File: config.mk
export PLATFORM = sky130hd
export DESIGN_NAME = node_color_mapper_core
export DESIGN_NICKNAME = d
export VERILOG_FILES = /design/src/rtl/core/ncm_pkg.sv /design/src/rtl/core/node_color_mapper_core.sv /design/src/rtl/core/ncm_regs.sv /design/src/rtl/core/ncm_hue_unit.sv /design/src/rtl/core/ncm_level_unit.sv
export SDC_FILE = /design/constraint.sdc
export NUM_CORES = 1
export LEC_CHECK = 0
export ABC_AREA = 1
export BUFFER_PORTS_ARGS = -buffer_cell sky130_fd_sc_hd__buf_2
export CORE_UTILIZATION = 57
export CTS_CLUSTER_DIAMETER = 120
export DETAILED_ROUTE_END_ITERATION = 7
export PLACE_DENSITY = 0.83
export RECOVER_POWER = 25
export SETUP_SLACK_MARGIN = 0.3
export SYNTH_ARGS = -nofsm -noshare
export SYNTH_HDL_FRONTEND = slang
export SYNTH_SLANG_ARGS = --single-unit
export TNS_END_PERCENT = 10
File: constraint.sdc
create_clock -name clk -period 6.18 [get_ports clk]
set_input_delay 1.236 -clock clk [delete_from_list [all_inputs] [get_ports clk]]
set_output_delay 1.236 -clock clk [all_outputs]
set_load 0.005 [all_outputs]
File: src/rtl/core/ncm_pkg.sv
// Package for the node color mapper: modes, register map, fixed-point constants.
// No dependencies; imported by every module of the block.
`default_nettype none

package ncm_pkg;

  // Color hint field width and default number of hint bits used
  localparam int HintWidth       = 16;
  localparam int HintBitsDefault = 16;

  // Hue in 1/128 degree units: golden angle and one 60 degree sector
  localparam int Golden     = 17601;
  localparam int Sector     = 7680;

  // Full turn 46080 = 1024 * 45; high part reduced mod 45 by reciprocal
  localparam int Mod45      = 45;
  localparam int Recip45    = 2982617;  // ceil(2^27 / 45)
  localparam int RecipShift = 27;

  // mid = floor((MidBase + MidSlope * t) / 307200), t = 0..Sector
  localparam int MidBase    = 17625600;
  localparam int MidSlope   = 6885;
  localparam int MidRecip   = 55925;    // ceil(2^22 / 75)
  localparam int MidShift   = 22;

  localparam logic [7:0] LevelLow  = 8'd57;
  localparam logic [7:0] LevelHigh = 8'd229;

  // Register byte addresses
  localparam logic [2:0] AddrColorMode  = 3'd0;
  localparam logic [2:0] AddrFixedColor = 3'd4;

  typedef enum logic [1:0] {
    MODE_FIXED  = 2'd0,
    MODE_PARITY = 2'd1,
    MODE_HUE    = 2'd2,
    MODE_WHITE  = 2'd3
  } color_mode_t;

  typedef struct packed {
    color_mode_t color_mode;
    logic [31:0] fixed_color;
  } ncm_cfg_t;

  typedef logic [2:0] sector_t;

endpackage

`default_nettype wire

File: src/rtl/core/node_color_mapper_core.sv
// Top level of the node color mapper: registers, hue and level pipelines,
// output color select. Depends on ncm_pkg, ncm_regs, ncm_hue_unit, ncm_level_unit.
//
// Usage:
//  - Input channel: in_valid / in_stall with value_odd and color_hint. A
//    transaction is taken at a clock edge with in_valid high, in_stall low.
//  - Output channel: out_valid / out_stall with red, green, blue, alpha.
//    Exactly one output transaction per input transaction, in order.
//  - There are 8 register stages from the input to out_valid, the first
//    loaded at the input edge. Throughput is one transaction per cycle
//    while out_stall is low; the long pole per stage is one multiplier
//    (hint * golden angle, the mod-45 reciprocal, the mid level scale).
//  - Each stage holds its own valid bit; a stalled receiver stops the last
//    stage and each full stage in an unbroken run before it, while empty
//    stages keep filling, so in_stall rises only once all 8 stages hold data.
//  - Reset (rst, synchronous) empties the pipeline and sets color_mode to
//    fixed and fixed_color to all ones.
//  - Configuration through an APB-style port; write only while idle.
//    Registers: color_mode at 0x0, fixed_color at 0x4.
`default_nettype none

module node_color_mapper_core import ncm_pkg::*; #(
  parameter int HINT_BITS = HintBitsDefault
) (
  input  wire logic                 clk,
  input  wire logic                 rst,
  // Configuration
  input  wire logic                 psel,
  input  wire logic                 penable,
  input  wire logic                 pwrite,
  input  wire logic [2:0]           paddr,
  input  wire logic [31:0]          pwdata,
  output logic [31:0]               prdata,
  output logic                      pready,
  // Input channel
  input  wire logic                 in_valid,
  output logic                      in_stall,
  input  wire logic                 value_odd,
  input  wire logic [HintWidth-1:0] color_hint,
  // Output channel
  output logic                      out_valid,
  input  wire logic                 out_stall,
  output logic [7:0]                red,
  output logic [7:0]                green,
  output logic [7:0]                blue,
  output logic [7:0]                alpha
);

  ncm_cfg_t    cfg;

  logic        hue_ready, hue_valid;
  logic [15:0] hue;
  logic        hue_odd;

  logic        lvl_ready, lvl_valid;
  sector_t     sector;
  logic [7:0]  mid;
  logic        mid_odd;

  logic        out_ready;
  logic [7:0]  red_c, green_c, blue_c, alpha_c;

  ncm_regs u_regs (
    .clk     (clk),
    .rst     (rst),
    .psel    (psel),
    .penable (penable),
    .pwrite  (pwrite),
    .paddr   (paddr),
    .pwdata  (pwdata),
    .prdata  (prdata),
    .pready  (pready),
    .cfg     (cfg)
  );

  // Stages 1-4: hue = hint * golden angle mod full turn
  ncm_hue_unit #(
    .HINT_BITS (HINT_BITS)
  ) u_hue (
    .clk        (clk),
    .rst        (rst),
    .up_valid   (in_valid),
    .up_ready   (hue_ready),
    .value_odd  (value_odd),
    .color_hint (color_hint),
    .down_valid (hue_valid),
    .down_ready (lvl_ready),
    .hue        (hue),
    .hue_odd    (hue_odd)
  );

  assign in_stall = !hue_ready;

  // Stages 5-7: sector and mid level
  ncm_level_unit u_level (
    .clk        (clk),
    .rst        (rst),
    .up_valid   (hue_valid),
    .up_ready   (lvl_ready),
    .hue        (hue),
    .hue_odd    (hue_odd),
    .down_valid (lvl_valid),
    .down_ready (out_ready),
    .sector     (sector),
    .mid        (mid),
    .mid_odd    (mid_odd)
  );

  // Stage 8: output register
  assign out_ready = !out_valid || !out_stall;

  always_comb begin
    red_c   = 8'hFF;
    green_c = 8'hFF;
    blue_c  = 8'hFF;
    alpha_c = 8'hFF;
    unique case (cfg.color_mode)
      MODE_FIXED: begin
        red_c   = cfg.fixed_color[31:24];
        green_c = cfg.fixed_color[23:16];
        blue_c  = cfg.fixed_color[15:8];
        alpha_c = cfg.fixed_color[7:0];
      end
      MODE_PARITY: begin
        // odd: orange, even: blue
        red_c   = mid_odd ? 8'd255 : 8'd100;
        green_c = mid_odd ? 8'd140 : 8'd149;
        blue_c  = mid_odd ? 8'd0   : 8'd237;
      end
      MODE_HUE: begin
        case (sector)
          3'd0: begin
            red_c = LevelHigh; green_c = mid;       blue_c = LevelLow;
          end
          3'd1: begin
            red_c = mid;       green_c = LevelHigh; blue_c = LevelLow;
          end
          3'd2: begin
            red_c = LevelLow;  green_c = LevelHigh; blue_c = mid;
          end
          3'd3: begin
            red_c = LevelLow;  green_c = mid;       blue_c = LevelHigh;
          end
          3'd4: begin
            red_c = mid;       green_c = LevelLow;  blue_c = LevelHigh;
          end
          default: begin
            red_c = LevelHigh; green_c = LevelLow;  blue_c = mid;
          end
        endcase
      end
      default: ;  // MODE_WHITE leaves all channels at 0xFF
    endcase
  end

  always_ff @(posedge clk) begin
    if (rst) begin
      out_valid <= 1'b0;
    end else if (out_ready) begin
      out_valid <= lvl_valid;
    end
  end

  always_ff @(posedge clk) begin
    if (out_ready) begin
      red   <= red_c;
      green <= green_c;
      blue  <= blue_c;
      alpha <= alpha_c;
    end
  end

endmodule

`default_nettype wire

File: src/rtl/core/ncm_regs.sv
// APB-style configuration registers of the node color mapper.
// Depends on ncm_pkg.
`default_nettype none

module ncm_regs import ncm_pkg::*; (
  input  wire logic        clk,
  input  wire logic        rst,
  input  wire logic        psel,
  input  wire logic        penable,
  input  wire logic        pwrite,
  input  wire logic [2:0]  paddr,
  input  wire logic [31:0] pwdata,
  output logic [31:0]      prdata,
  output logic             pready,
  output ncm_cfg_t         cfg
);

  logic wr_en;

  assign pready = 1'b1;
  assign wr_en  = psel && penable && pwrite;

  always_ff @(posedge clk) begin
    if (rst) begin
      cfg.color_mode  <= MODE_FIXED;
      cfg.fixed_color <= 32'hFFFF_FFFF;
    end else if (wr_en) begin
      unique case (paddr)
        AddrColorMode:  cfg.color_mode  <= color_mode_t'(pwdata[1:0]);
        AddrFixedColor: cfg.fixed_color <= pwdata;
        default: ;
      endcase
    end
  end

  always_comb begin
    unique case (paddr)
      AddrColorMode:  prdata = {30'd0, cfg.color_mode};
      AddrFixedColor: prdata = cfg.fixed_color;
      default:        prdata = 32'd0;
    endcase
  end

endmodule

`default_nettype wire

File: src/rtl/core/ncm_hue_unit.sv
// Hue pipeline: hint * golden angle, then mod 46080 by a reciprocal multiply.
// Four register stages. Depends on ncm_pkg.
`default_nettype none

module ncm_hue_unit import ncm_pkg::*; #(
  parameter int HINT_BITS = HintBitsDefault
) (
  input  wire logic                 clk,
  input  wire logic                 rst,
  input  wire logic                 up_valid,
  output logic                      up_ready,
  input  wire logic                 value_odd,
  input  wire logic [HintWidth-1:0] color_hint,
  output logic                      down_valid,
  input  wire logic                 down_ready,
  output logic [15:0]               hue,
  output logic                      hue_odd
);

  localparam int HW  = (HINT_BITS < HintWidth) ? HINT_BITS : HintWidth;
  localparam int PW  = HW + 15;   // hint * golden
  localparam int XW  = HW + 5;    // product / 1024
  localparam int QPW = HW + 27;   // x * reciprocal

  logic v1, v2, v3, v4;
  logic r1, r2, r3, r4;

  logic [HW-1:0]  hint;
  logic           odd1, odd2, odd3;
  logic [PW-1:0]  prod;
  logic [QPW-1:0] qprod;
  logic [HW-1:0]  quot;
  logic [XW-1:0]  xr;
  logic [9:0]     lo10;
  logic [XW-1:0]  rem;

  assign r4 = !v4 || down_ready;
  assign r3 = !v3 || r4;
  assign r2 = !v2 || r3;
  assign r1 = !v1 || r2;
  assign up_ready   = r1;
  assign down_valid = v4;

  always_ff @(posedge clk) begin
    if (rst) begin
      v1 <= 1'b0;
      v2 <= 1'b0;
      v3 <= 1'b0;
      v4 <= 1'b0;
    end else begin
      if (r1) v1 <= up_valid;
      if (r2) v2 <= v1;
      if (r3) v3 <= v2;
      if (r4) v4 <= v3;
    end
  end

  assign qprod = QPW'(prod[PW-1:10]) * QPW'(Recip45);
  assign rem   = xr - XW'(quot) * XW'(Mod45);

  always_ff @(posedge clk) begin
    if (r1) begin
      hint <= color_hint[HW-1:0];
      odd1 <= value_odd;
    end
    if (r2) begin
      prod <= PW'(hint) * PW'(Golden);
      odd2 <= odd1;
    end
    if (r3) begin
      quot <= qprod[QPW-1:RecipShift];
      xr   <= prod[PW-1:10];
      lo10 <= prod[9:0];
      odd3 <= odd2;
    end
    if (r4) begin
      hue     <= {rem[5:0], lo10};
      hue_odd <= odd3;
    end
  end

endmodule

`default_nettype wire

File: src/rtl/core/ncm_level_unit.sv
// Level pipeline: sector pick and mid channel level from the hue.
// Three register stages. Depends on ncm_pkg.
`default_nettype none

module ncm_level_unit import ncm_pkg::*; (
  input  wire logic        clk,
  input  wire logic        rst,
  input  wire logic        up_valid,
  output logic             up_ready,
  input  wire logic [15:0] hue,
  input  wire logic        hue_odd,
  output logic             down_valid,
  input  wire logic        down_ready,
  output sector_t          sector,
  output logic [7:0]       mid,
  output logic             mid_odd
);

  logic v5, v6, v7;
  logic r5, r6, r7;

  sector_t     sec_c, sec5, sec6;
  logic [15:0] base_c;
  logic [12:0] off_c;
  logic [12:0] t5;
  logic [26:0] num6;
  logic [30:0] mprod;
  logic        odd5, odd6;

  assign r7 = !v7 || down_ready;
  assign r6 = !v6 || r7;
  assign r5 = !v5 || r6;
  assign up_ready   = r5;
  assign down_valid = v7;

  always_ff @(posedge clk) begin
    if (rst) begin
      v5 <= 1'b0;
      v6 <= 1'b0;
      v7 <= 1'b0;
    end else begin
      if (r5) v5 <= up_valid;
      if (r6) v6 <= v5;
      if (r7) v7 <= v6;
    end
  end

  // Sector by compare against multiples of 60 degrees
  always_comb begin
    if (hue >= 16'(5 * Sector))      sec_c = 3'd5;
    else if (hue >= 16'(4 * Sector)) sec_c = 3'd4;
    else if (hue >= 16'(3 * Sector)) sec_c = 3'd3;
    else if (hue >= 16'(2 * Sector)) sec_c = 3'd2;
    else if (hue >= 16'(Sector))     sec_c = 3'd1;
    else                             sec_c = 3'd0;
    base_c = 16'(sec_c) * 16'(Sector);
  end

  assign off_c = 13'(hue - base_c);

  // (n / 4096) / 75 == n / 307200
  assign mprod = 31'(num6[26:12]) * 31'(MidRecip);

  always_ff @(posedge clk) begin
    if (r5) begin
      sec5 <= sec_c;
      t5   <= sec_c[0] ? 13'(Sector) - off_c : off_c;
      odd5 <= hue_odd;
    end
    if (r6) begin
      num6 <= 27'(MidBase) + 27'(t5) * 27'(MidSlope);
      sec6 <= sec5;
      odd6 <= odd5;
    end
    if (r7) begin
      mid     <= mprod[MidShift+7:MidShift];
      sector  <= sec6;
      mid_odd <= odd6;
    end
  end

endmodule

`default_nettype wire
==> results by group, run 1 <==
Run status
  – Outcome: complete, but fails checks
  – Violated checks: capacitance limit, slew limit

Clocking
  – CTS buffer count: 25
  – H-tree levels: 1
  – Worst-case clock buffer depth: 3
  – Cts repair resizes: 0
  – CTS hold repair buffers: 0
  – Clock transition at the registers of the reported paths: approximately 0.060 ns
  – Root Driver: clkbuf_16
  – Clk sinks: approximately 210
  – Clock Latency Late Sink: approximately 0.55 ns
  – CTS tree: done
  – Post-CTS Setup Bufs: 0

Route
  – Per-cell routed wire length: about 17 microns
  – ANT nets after route: 0
  – Post-Route WL: a little over 60 mm
  – Post-route DRC: 0
  – Via density: between 5 and 6
  – DRT iter0 DRCs: between 1000 and 1500
  – Routed vias: ~19000
  – Drt first pass iters: 5

Global routing
  – Met3 Resource Use GR: 0.0374
  – Largest net degree at the start of global routing: 65
  – Remaining Overflow, GRT: 0
  – Initial antenna violation count: 0
  – Met2 Track Usage GR: 0.469
  – Gr usage total: 0.269
  – First-pass GRT wire length: 100 mm
  – Number of global-route vias before repair: around 20000
  – GR Util met1: 0.337
  – Top Usage Layer GRT: met2

Floorplan
  – I/O pin count: 126
  – Die Area: between 0.04 and 0.05 sq mm
  – Initial core utilization: 0.582
  – Chip width: 215 microns
  – Num rows: 77
  – CORE AREA: 0.0446 sq mm
  – Die Ht: ~220 microns

Final layout
  – Fillers: ~3600
  – Post-route cell area: ~0.028 sq mm
  – Area grow syn2layout: 7.84%
  – Layout cells sized above 1: 0.0621
  – Nets: 3753

Worst setup path
  – CP max-delay cell: fa_1
  – Worst reg-to-reg setup slack: 0.61 ns
  – CP arrival: a little under 6 ns
  – Max incr delay on CP: about 0.54 ns
  – Worst R2R Start: u_hue.prod[24]
  – FF-to-FF path depth: 20
  – CP startpoint kind: flop
  – Critical path's most frequent cell: fa_1
  – CP cell instances: ha_1 -> fa_1 -> fa_1 -> inv_1 -> fa_1 -> inv_1 -> fa_1 -> fa_1 -> inv_1 -> fa_1 -> inv_1 -> ha_1 -> a21oi_1 -> nor2_1 -> nor2_1 -> a21oi_1 -> nor2_1 -> nand2_1 -> nand2_1 -> nand2_1
  – WS Path Type: flop to flop
  – Required @ worst endpoint: approximately 6.5 ns
  – CP Capture Type: flop
  – Max FO, Critical Path: 4
  – Reg2reg end: u_hue.quot[4]

Synth
  – Post-synth design cell area: 0.0260 sq mm
  – Dominant cells by area after synthesis: ha_1 (24%), fa_1 (22%), edfxtp_1 (20%), inv_1 (9.5%), nand2_1 (5.2%)
  – Top-count cell post-synth: inv_1
  – Synth area leader: ha_1
  – Synth Warn #: 0
  – Post-synth EDFFs: around 170
  – Syn_nets: 3617
  – Mapped Cells: around 2800
  – Post-synth top cells: inv_1 (657), ha_1 (507), nand2_1 (359), fa_1 (291), edfxtp_1 (169)
  – Unique masters post-synth: 46
  – Async SR Flop Fraction: 0
  – Sequential cell area fraction in the yosys report: 0.228
  – Syn Area/Cell: around 9.4 sq um
  – #FFs+latches synth: 211
  – Most used DFF post-synth: edfxtp_1
  – Post-synth top area share: 0.244

STA
  – Hold Fails Final Rpt: 0
  – Fin Clk Skew: approximately 0.013 ns
  – Final Cycle Share: 0.902
  – Max Fclk: between 150 and 200 MHz
  – Tightest Pin Transition: around 1.9 ns
  – Final setup fails: 0
  – Setup TNS: 0 ns
  – Fin crit period: 5.57 ns
  – RSZ-0062 raised after global routing: false
  – Max-slew violations: 41
  – Worst Slack Setup Final: between 0.6 and 0.7 ns
  – Worst slew margin: -0.254

Placement
  – Pre-CTS WS: between 0.5 and 0.6 ns
  – GP Congestion: 0.988
  – Buffers on Ports: between 100 and 150
  – Placed Area: 0.0272 sq mm
  – Dpl hpwl: ~52 mm

Hold path
  – Hold path cells: 0
  – Hold Path Sink: u_hue.odd2
  – Worst Hold Class: flop to flop
  – Min-Delay Startpoint: u_hue.odd1

Flow run
  – # Max-Cap Violations: 1
-- worst max-delay path by stage --
| stage | startpoint | slack [ns] | cells after the start | end |
|---|---|---|---|---|
| floorplan | u_hue.prod[23] | 0.90 | 20 | u_hue.quot[0] |
| global placement | u_hue.prod[24] | 0.57 | 20 | u_hue.quot[0] |
| detailed placement | u_hue.prod[23] | 0.57 | 20 | u_hue.quot[4] |
| CTS | u_hue.prod[23] | 0.57 | 20 | u_hue.quot[4] |
| global route | u_hue.prod[24] | 0.29 | 19 | u_hue.quot[0] |
| finish | u_hue.prod[24] | 0.61 | 20 | u_hue.quot[4] |
-- registers in the layout (all words and copies together) (netlist names), 3 cells and up --
signal / cells
u_hue.prod: 31
u_hue.xr: 6
red: 8
u_level.num6: 15
alpha: 8
green: 8
u_hue.hue: 16
u_hue.quot: 6
u_hue.hint: 16
u_regs.cfg: 34
blue: 8
u_hue.lo10: 10
u_level.sector: 3
u_level.sec5: 3
u_level.mid: 8
u_level.sec6: 3
u_level.t5: 13
-- layout make-up --
class	count	area (sq um)	area share
Timing Repair Buffer	129	654	0.0234
Sequential cell	211	5920	0.211
Clock inverter	12	90.1	0.00322
Inverter	658	2470	0.0882
Clock buffer	33	666	0.0238
Tap cell	592	741	0.0264
Multi-Input combinational cell	1871	17500	0.624
Antenna cell	1	2.50	0.0000893
-- routing by layer --
layer / share of wire / vias to the layer above
met3: 0.048 / 144
met5: 0 / -
met1: 0.41 / 9206
met4: 0.042 / 0
met2: 0.50 / 485
li1: - / 9163
-- per-stage QoR --
stage                     utilization  hold WS, ns  instances
after floorplan                     -        0.400       2760
after global placement          0.611        0.403       3457
after detailed placement        0.611        0.405       3457
after CTS                       0.628        0.413       3502
after global routing            0.628        0.418       3506
final                           0.628        0.414       3507
-- cell usage in the layout (no fill, tap or decap), types with 5 or more instances in the layout --
| cell type | count |
|---|---|
| a21boi_0 | 8 |
| a21o_1 | 19 |
| a21oi_1 | 131 |
| buf_2 | 121 |
| buf_4 | 5 |
| clkbuf_1 | 10 |
| clkbuf_16 | 25 |
| dfxtp_1 | 42 |
| edfxtp_1 | 169 |
| fa_1 | 291 |
| ha_1 | 507 |
| inv_1 | 657 |
| inv_6 | 6 |
| nand2_1 | 360 |
| nand3_1 | 95 |
| nand3b_1 | 5 |
| nand4_1 | 23 |
| nor2_1 | 154 |
| nor3_1 | 31 |
| nor4_1 | 7 |
| o211ai_1 | 17 |
| o21ai_0 | 96 |
| o21bai_1 | 12 |
| o221ai_1 | 6 |
| xnor2_1 | 26 |
| xor2_1 | 47 |
-- critical path, delay by kind of cell, from the launching register on --
| family | cells | cell delay, ns |
|---|---|---|
| flops | 1 | 0.44 |
| compound gates | 2 | 0.33 |
| buf+inv | 4 | 0.24 |
| simple gates | 6 | 0.51 |
| fa+ha+maj | 8 | 3.81 |
-- kinds of logic (layout without fill, tap and decap cells) --
group	count (synthesis)	count (layout)	synth area share
compound gates	307	307	0.0670
xor+xnor	73	73	0.0246
fa+ha+maj	799	799	0.469
buf+inv	678	832	0.0991
flops	211	211	0.228
other cells	1	2	0.000144
simple gates	691	691	0.113
Power of run 1 is not shown: default switching activity piles up to over one toggle a cycle in this logic, so the estimate is an artifact.
==> run 2: changes to the inputs <==
--- a/config.mk
+++ b/config.mk
@@ -11,7 +11,7 @@
 export CTS_CLUSTER_DIAMETER = 120
 export DETAILED_ROUTE_END_ITERATION = 7
 export PLACE_DENSITY = 0.83
-export RECOVER_POWER = 25
+export RECOVER_POWER = 100
 export SETUP_SLACK_MARGIN = 0.3
 export SYNTH_ARGS = -nofsm -noshare
 export SYNTH_HDL_FRONTEND = slang
==> constraint.sdc (replaced) <==
create_clock -name clk -period 5.72 [get_ports clk]
set_input_delay 1.144 -clock clk [delete_from_list [all_inputs] [get_ports clk]]
set_output_delay 1.144 -clock clk [all_outputs]
set_load 0.005 [all_outputs]
==> run 2 against run 1 <==
Compared with the run above:
- the flow still finishes with violations (capacitance limit, slew limit)
- clock skew increased by 0.0021 ns
- cell area grew 1.6%
- critical path type unchanged
- hold slack gained 0.0034 ns
- largest cell class unchanged
- core utilization is 0.99 points higher
- die area unchanged
- wire length is 0.97% higher
==> results by group, run 2 (same netlist as run 1, synthesis figures left out) <==
Worst setup path
  – Required @ worst endpoint: 6.02 ns (was 6.49 ns)
  – CP startpoint kind: flop (unchanged)
  – Worst reg-to-reg setup slack: 0.36 ns (was 0.61 ns)
  – CP arrival: 5.66 ns (was 5.88 ns)
  – CP Capture Type: flop (unchanged)
  – WS Path Type: flop to flop (unchanged)
  – Max incr delay on CP: 0.58 ns (was 0.54 ns)
  – Max FO, Critical Path: 4 (unchanged)
  – CP max-delay cell: fa_1 (unchanged)
  – CP cell instances: clkbuf_4 -> ha_1 -> xor2_1 -> ha_1 -> ha_1 -> inv_1 -> fa_1 -> inv_1 -> fa_1 -> fa_1 -> fa_1 -> ha_1 -> nand2_1 -> inv_1 -> a21oi_1 -> o21ai_2 -> a21oi_2 -> nand2_1 -> nand2_1 -> nand2_1 (was ha_1 -> fa_1 -> fa_1 -> inv_1 -> fa_1 -> inv_1 -> fa_1 -> fa_1 -> inv_1 -> fa_1 -> inv_1 -> ha_1 -> a21oi_1 -> nor2_1 -> nor2_1 -> a21oi_1 -> nor2_1 -> nand2_1 -> nand2_1 -> nand2_1)

Final layout
  – Antenna diodes: 0 (was 1)
  – Most common cell after layout, fill and taps aside: inv_1 (unchanged)
  – Area grow syn2layout: 9.54% (was 7.84%)
  – Layout cells sized above 1: 0.0667 (was 0.0621)
  – Post-route cell area: 0.0285 sq mm (was 0.0280 sq mm)
  – Nets: 3792 (was 3753)
  – Most flops, register: u_regs.cfg (unchanged)
  – Biggest regs: u_regs.cfg x34, u_hue.prod x31 (unchanged)
  – Area of the multi-input gates: 0.0176 sq mm (was 0.0175 sq mm)
  – FF+latch area: 0.00592 sq mm (unchanged)
  – Most frequent cells in the layout: inv_1 (655), ha_1 (498), nand2_1 (358) (was inv_1 (657), ha_1 (507), nand2_1 (360))
  – Max reg flops: 34 (unchanged)
  – Fillers: 3554 (was 3617)

Clocking
  – H-tree levels: 1 (unchanged)
  – CTS hold repair buffers: 0 (unchanged)
  – CTS tree: done (unchanged)
  – CTS buffer count: 25 (unchanged)
  – Clock Latency Late Sink: 0.55 ns (about the same)
  – Clk sinks: 211 (unchanged)
  – Worst-case clock buffer depth: 3 (unchanged)
  – Root Driver: clkbuf_16 (unchanged)
  – Clock transition at the registers of the reported paths: 0.06 ns (about the same)

Global routing
  – Largest net degree at the start of global routing: 65 (unchanged)
  – Number of global-route vias before repair: 20500 (was 20200)
  – First-pass GRT wire length: 99.5 mm (was 100 mm)
  – Initial antenna violation count: 0 (unchanged)
  – Gr usage total: 0.267 (was 0.269)
  – Remaining Overflow, GRT: 0 (unchanged)

Placement
  – Buffers on Ports: 124 (unchanged)
  – Dpl hpwl: 51.9 mm (was 52.2 mm)
  – GP Congestion: 0.961 (was 0.988)
  – Placed Area: 0.0274 sq mm (was 0.0272 sq mm)

STA
  – Final Cycle Share: 0.937 (was 0.902)
  – Fin Clk Skew: 0.0154 ns (was 0.0133 ns)
  – Fin crit period: 5.36 ns (was 5.57 ns)
  – Max-slew violations: 106 (was 41)
  – Worst slew margin: -1.25 (was -0.254)
  – RSZ-0062 raised after global routing: true (was false)
  – Hold Fails Final Rpt: 0 (unchanged)
  – Tightest Pin Transition: 3.37 ns (was 1.88 ns)
  – Setup TNS: 0 ns (unchanged)
  – Max Fclk: 187 MHz (was 179 MHz)
  – Final setup fails: 0 (unchanged)

Hold path
  – Worst Hold Class: flop to flop (unchanged)

Route
  – DRT iter0 DRCs: 1196 (was 1163)
  – Per-cell routed wire length: 17.3 microns (about the same)
  – Post-route DRC: 0 (unchanged)
  – ANT nets after route: 0 (unchanged)
  – Drt first pass iters: 7 (was 5)
  – Routed vias: 19200 (was 19000)
  – Post-Route WL: 61.2 mm (was 60.6 mm)
  – Via density: 5.42 (about the same)

Floorplan
  – Die Ht: 215 microns (unchanged)
  – Num rows: 77 (unchanged)
  – CORE AREA: 0.0446 sq mm (unchanged)
  – I/O pin count: 126 (unchanged)
  – Chip width: 215 microns (unchanged)
  – Die Area: 0.0464 sq mm (unchanged)
  – Initial core utilization: 0.582 (unchanged)

Run status
  – Outcome: complete, but fails checks (unchanged)
  – Violated checks: capacitance limit, slew limit (unchanged)

Flow run
  – # Max-Cap Violations: 2 (was 1)
==> run 2: cell types whose count changed in the layout (fill, tap and decap cells not counted), moves of 4 or more <==
cell / before / now
a21oi_1: 131 / 126
a21oi_2: 0 / 4
buf_2: 121 / 66
ha_1: 507 / 498
buf_4: 5 / 41
clkbuf_1: 10 / 55
clkbuf_2: 0 / 6
ha_4: 0 / 7
==> run 2: area by class of cell <==
class / count / area share
repair buffers: 168 / 0.0309
clock buffers: 30 / 0.0241
flip-flops and latches: 211 / 0.208
well taps: 592 / 0.0260
multi-input cells: 1871 / 0.619
clock inverters: 15 / 0.00528
inverters: 658 / 0.0868
==> run 2: layer usage <==
metal  wire length (microns)  track usage
met5                       0            0
met4                    2350        0.100
met3                    2820       0.0330
met2                   30800        0.479
met1                   25200        0.328
==> run 2: final timing paths <==
kind | cells past startpoint | endpoint | start
max | 20 | u_hue.quot[3] | u_hue.prod[20]
max reg2reg | 20 | u_hue.quot[3] | u_hue.prod[20]
min | 0 | u_hue.lo10[3] | u_hue.prod[3]
min reg2reg | 0 | u_hue.lo10[3] | u_hue.prod[3]
==> run 2: worst max-delay path: cells and delay by family, from the launching register on <==
| kind | cells | cell delay (ns) |
|---|---|---|
| adder cells (fa/ha/maj) | 8 | 3.30 |
| AO/OA/AOI/OAI | 3 | 0.46 |
| AND/OR/NAND/NOR | 4 | 0.28 |
| XOR/XNOR | 1 | 0.16 |
| flip-flops | 1 | 0.48 |
| buffers and inverters | 4 | 0.43 |
==> run 2: per-stage QoR <==
step                hold slack, ns   util  setup WS, ns  instances
floorplan                    0.400      -         0.435       2760
global placement             0.402  0.614         0.145       3473
detailed placement           0.405  0.614         0.137       3473
CTS                          0.419  0.634         0.231       3521
global route                 0.424  0.638         0.108       3545
finish                       0.417  0.638         0.363       3545
==> run 2: repair_timing <==
action                     4_1_cts  5_1_grt
buffers inserted                 3       24
setup endpoints to repair        6       17
pin swaps                        2       25
gates resized for setup          6       30
Power of run 2 is left out for the same reason.
==> run 3: changes to the inputs <==
--- a/config.mk
+++ b/config.mk
@@ -7,6 +7,7 @@
 export LEC_CHECK = 0
 export ABC_AREA = 1
 export BUFFER_PORTS_ARGS = -buffer_cell sky130_fd_sc_hd__buf_2
+export CORE_ASPECT_RATIO = 1.4
 export CORE_UTILIZATION = 57
 export CTS_CLUSTER_DIAMETER = 120
 export DETAILED_ROUTE_END_ITERATION = 7
==> constraint.sdc (replaced) <==
create_clock -name clk -period 6.32 [get_ports clk]
set_input_delay 1.264 -clock clk [delete_from_list [all_inputs] [get_ports clk]]
set_output_delay 1.264 -clock clk [all_outputs]
set_load 0.005 [all_outputs]
==> run 3 against run 2 <==
Compared with the run above:
- the run still ends with capacitance limit, slew limit left
- flip-flop and latch count stayed put
- register-to-register slack better by 0.35 ns
- critical path depth is 10 lower
- non-clock buffer count is 42 lower
- global-route usage is 0.93 points higher
- first-iteration DRC count is 12% lower
- clock-buffer cell count is 5 lower
- hold slack worse by 0.0020 ns
==> results by group, run 3 (same netlist as run 1, synthesis figures left out) <==
Run status
  – Outcome: complete, but fails checks (unchanged)
  – Violated checks: capacitance limit, slew limit (unchanged)

Final layout
  – Fillers: 3713 (was 3554)
  – Layout cells sized above 1: 0.0361 (was 0.0667)
  – Final Core Density: 0.619 (was 0.638)
  – Max reg flops: 34 (unchanged)
  – Most common cell after layout, fill and taps aside: inv_1 (unchanged)
  – Post-route cell area: 0.0279 sq mm (was 0.0285 sq mm)
  – FF+latch area: 0.00592 sq mm (unchanged)
  – Area grow syn2layout: 7.29% (was 9.54%)
  – Nets: 3749 (was 3792)
  – Most flops, register: u_regs.cfg (unchanged)
  – Biggest regs: u_regs.cfg x34, u_hue.prod x31 (unchanged)
  – Most frequent cells in the layout: inv_1 (658), ha_1 (507), nand2_1 (362) (was inv_1 (655), ha_1 (498), nand2_1 (358))
  – Area of the multi-input gates: 0.0174 sq mm (was 0.0176 sq mm)

STA
  – Setup TNS: 0 ns (unchanged)
  – Final Cycle Share: 0.888
  – Hold Fails Final Rpt: 0 (unchanged)
  – Max-slew violations: 172 (was 106)
  – Final setup fails: 0 (unchanged)
  – Worst slew margin: -1.22 (was -1.25)
  – Hold WS: 0.415 ns (was 0.417 ns)
  – Tightest Pin Transition: 3.31 ns (was 3.37 ns)
  – Fin Clk Skew: 0.0173 ns (was 0.0154 ns)
  – Max Fclk: roughly 180 MHz
  – RSZ-0062 raised after global routing: false (was true)
  – Fin crit period: roughly 5.6 ns

Worst setup path
  – CP arrival: 4.35 ns (was 5.66 ns)
  – Required @ worst endpoint: 5.06 ns (was 6.02 ns)
  – FF-to-FF path depth: 20 (unchanged)
  – CP Capture Type: output pin (was flop)
  – CP startpoint kind: input port (was flop)
  – WS Path Type: input port to output pin (was flop to flop)
  – Max FO, Critical Path: 25 (was 4)

Clocking
  – CTS hold repair buffers: 0 (unchanged)
  – Cts repair resizes: 0 (was 6)
  – Worst-case clock buffer depth: 3 (unchanged)
  – Clock transition at the registers of the reported paths: 0.06 ns (about the same)
  – Clk sinks: 211 (unchanged)
  – CTS tree: done (unchanged)
  – H-tree levels: 1 (unchanged)
  – Root Driver: clkbuf_16 (unchanged)
  – Clock Latency Late Sink: 0.55 ns (about the same)
  – Post-CTS Setup Bufs: 0 (was 3)
  – CTS buffer count: 24 (was 25)

Hold path
  – Hold path cells: 0 (unchanged)
  – Worst Hold Class: flop to flop (unchanged)

Route
  – Routed vias: 19100 (was 19200)
  – Via density: 5.42 (about the same)
  – DRT iter0 DRCs: 1052 (was 1196)
  – Post-route DRC: 0 (unchanged)
  – Post-Route WL: 62.4 mm (was 61.2 mm)
  – Per-cell routed wire length: 17.7 microns (was 17.3 microns)
  – ANT nets after route: 0 (unchanged)
  – Drt first pass iters: 6 (was 7)

Floorplan
  – Die Area: 0.0464 sq mm (about the same)
  – Die Ht: 255 microns (was 215 microns)
  – Chip width: 182 microns (was 215 microns)
  – CORE AREA: 0.0450 sq mm (was 0.0446 sq mm)
  – I/O pin count: 126 (unchanged)
  – Num rows: 92 (was 77)
  – Initial core utilization: 0.577 (was 0.582)

Global routing
  – Remaining Overflow, GRT: 0 (unchanged)
  – Initial antenna violation count: 1 (was 0)
  – Largest net degree at the start of global routing: 65 (unchanged)
  – Number of global-route vias before repair: 20400 (was 20500)
  – First-pass GRT wire length: 99.8 mm (was 99.5 mm)
  – Gr usage total: 0.277 (was 0.267)

Flow run
  – # Max-Cap Violations: 4 (was 2)

Placement
  – GP Congestion: 1.02 (was 0.961)
  – Dpl hpwl: 53.9 mm (was 51.9 mm)
  – Placed Area: 0.0273 sq mm (was 0.0274 sq mm)
  – Buffers on Ports: 124 (unchanged)
run 3: final cells by class:
class / count / area share
flip-flops and latches: 211 / 0.212
clock buffers: 25 / 0.0217
clock inverters: 18 / 0.00431
diodes: 2 / 0.000180
well taps: 611 / 0.0274
inverters: 658 / 0.0886
repair buffers: 126 / 0.0195
multi-input cells: 1871 / 0.626
run 3: final timing paths:
path	start	end	slack (ns)
worst max-delay path	out_stall	in_stall	0.71
worst min-delay path	u_hue.prod[6]	u_hue.lo10[6]	0.42
worst max register to register	u_hue.prod[24]	u_hue.quot[3]	0.71
worst min register to register	u_hue.prod[6]	u_hue.lo10[6]	0.42
run 3: routing by layer:
metal,vias up,routed length [microns],GRT usage
li1,9143,-,-
met1,9158,21000,0.267
met2,531,34500,0.544
met3,241,2100,0.0281
met4,0,4790,0.196
met5,-,0,0
run 3: metrics by stage:
| step | setup WS, ns | instances |
|---|---|---|
| 5_1_grt | 0.319 | 3522 |
| 4_1_cts | 0.732 | 3520 |
| 3_5_place_dp | 0.732 | 3477 |
| 2_1_floorplan | 1.04 | 2760 |
| 3_3_place_gp | 0.767 | 3477 |
| 6_report | 0.710 | 3522 |
run 3: critical path: stages:
cell	delay (ns)
clkbuf_1	0.10
nand3_1	0.47
nor2_1	0.35
nand2_1	0.55
nor2_4	0.29
nand2_2	0.47
nor2_4	0.29
nand2_2	0.29
inv_1	0.15
clkbuf_1	0.12
Power of run 3 is left out for the same reason.
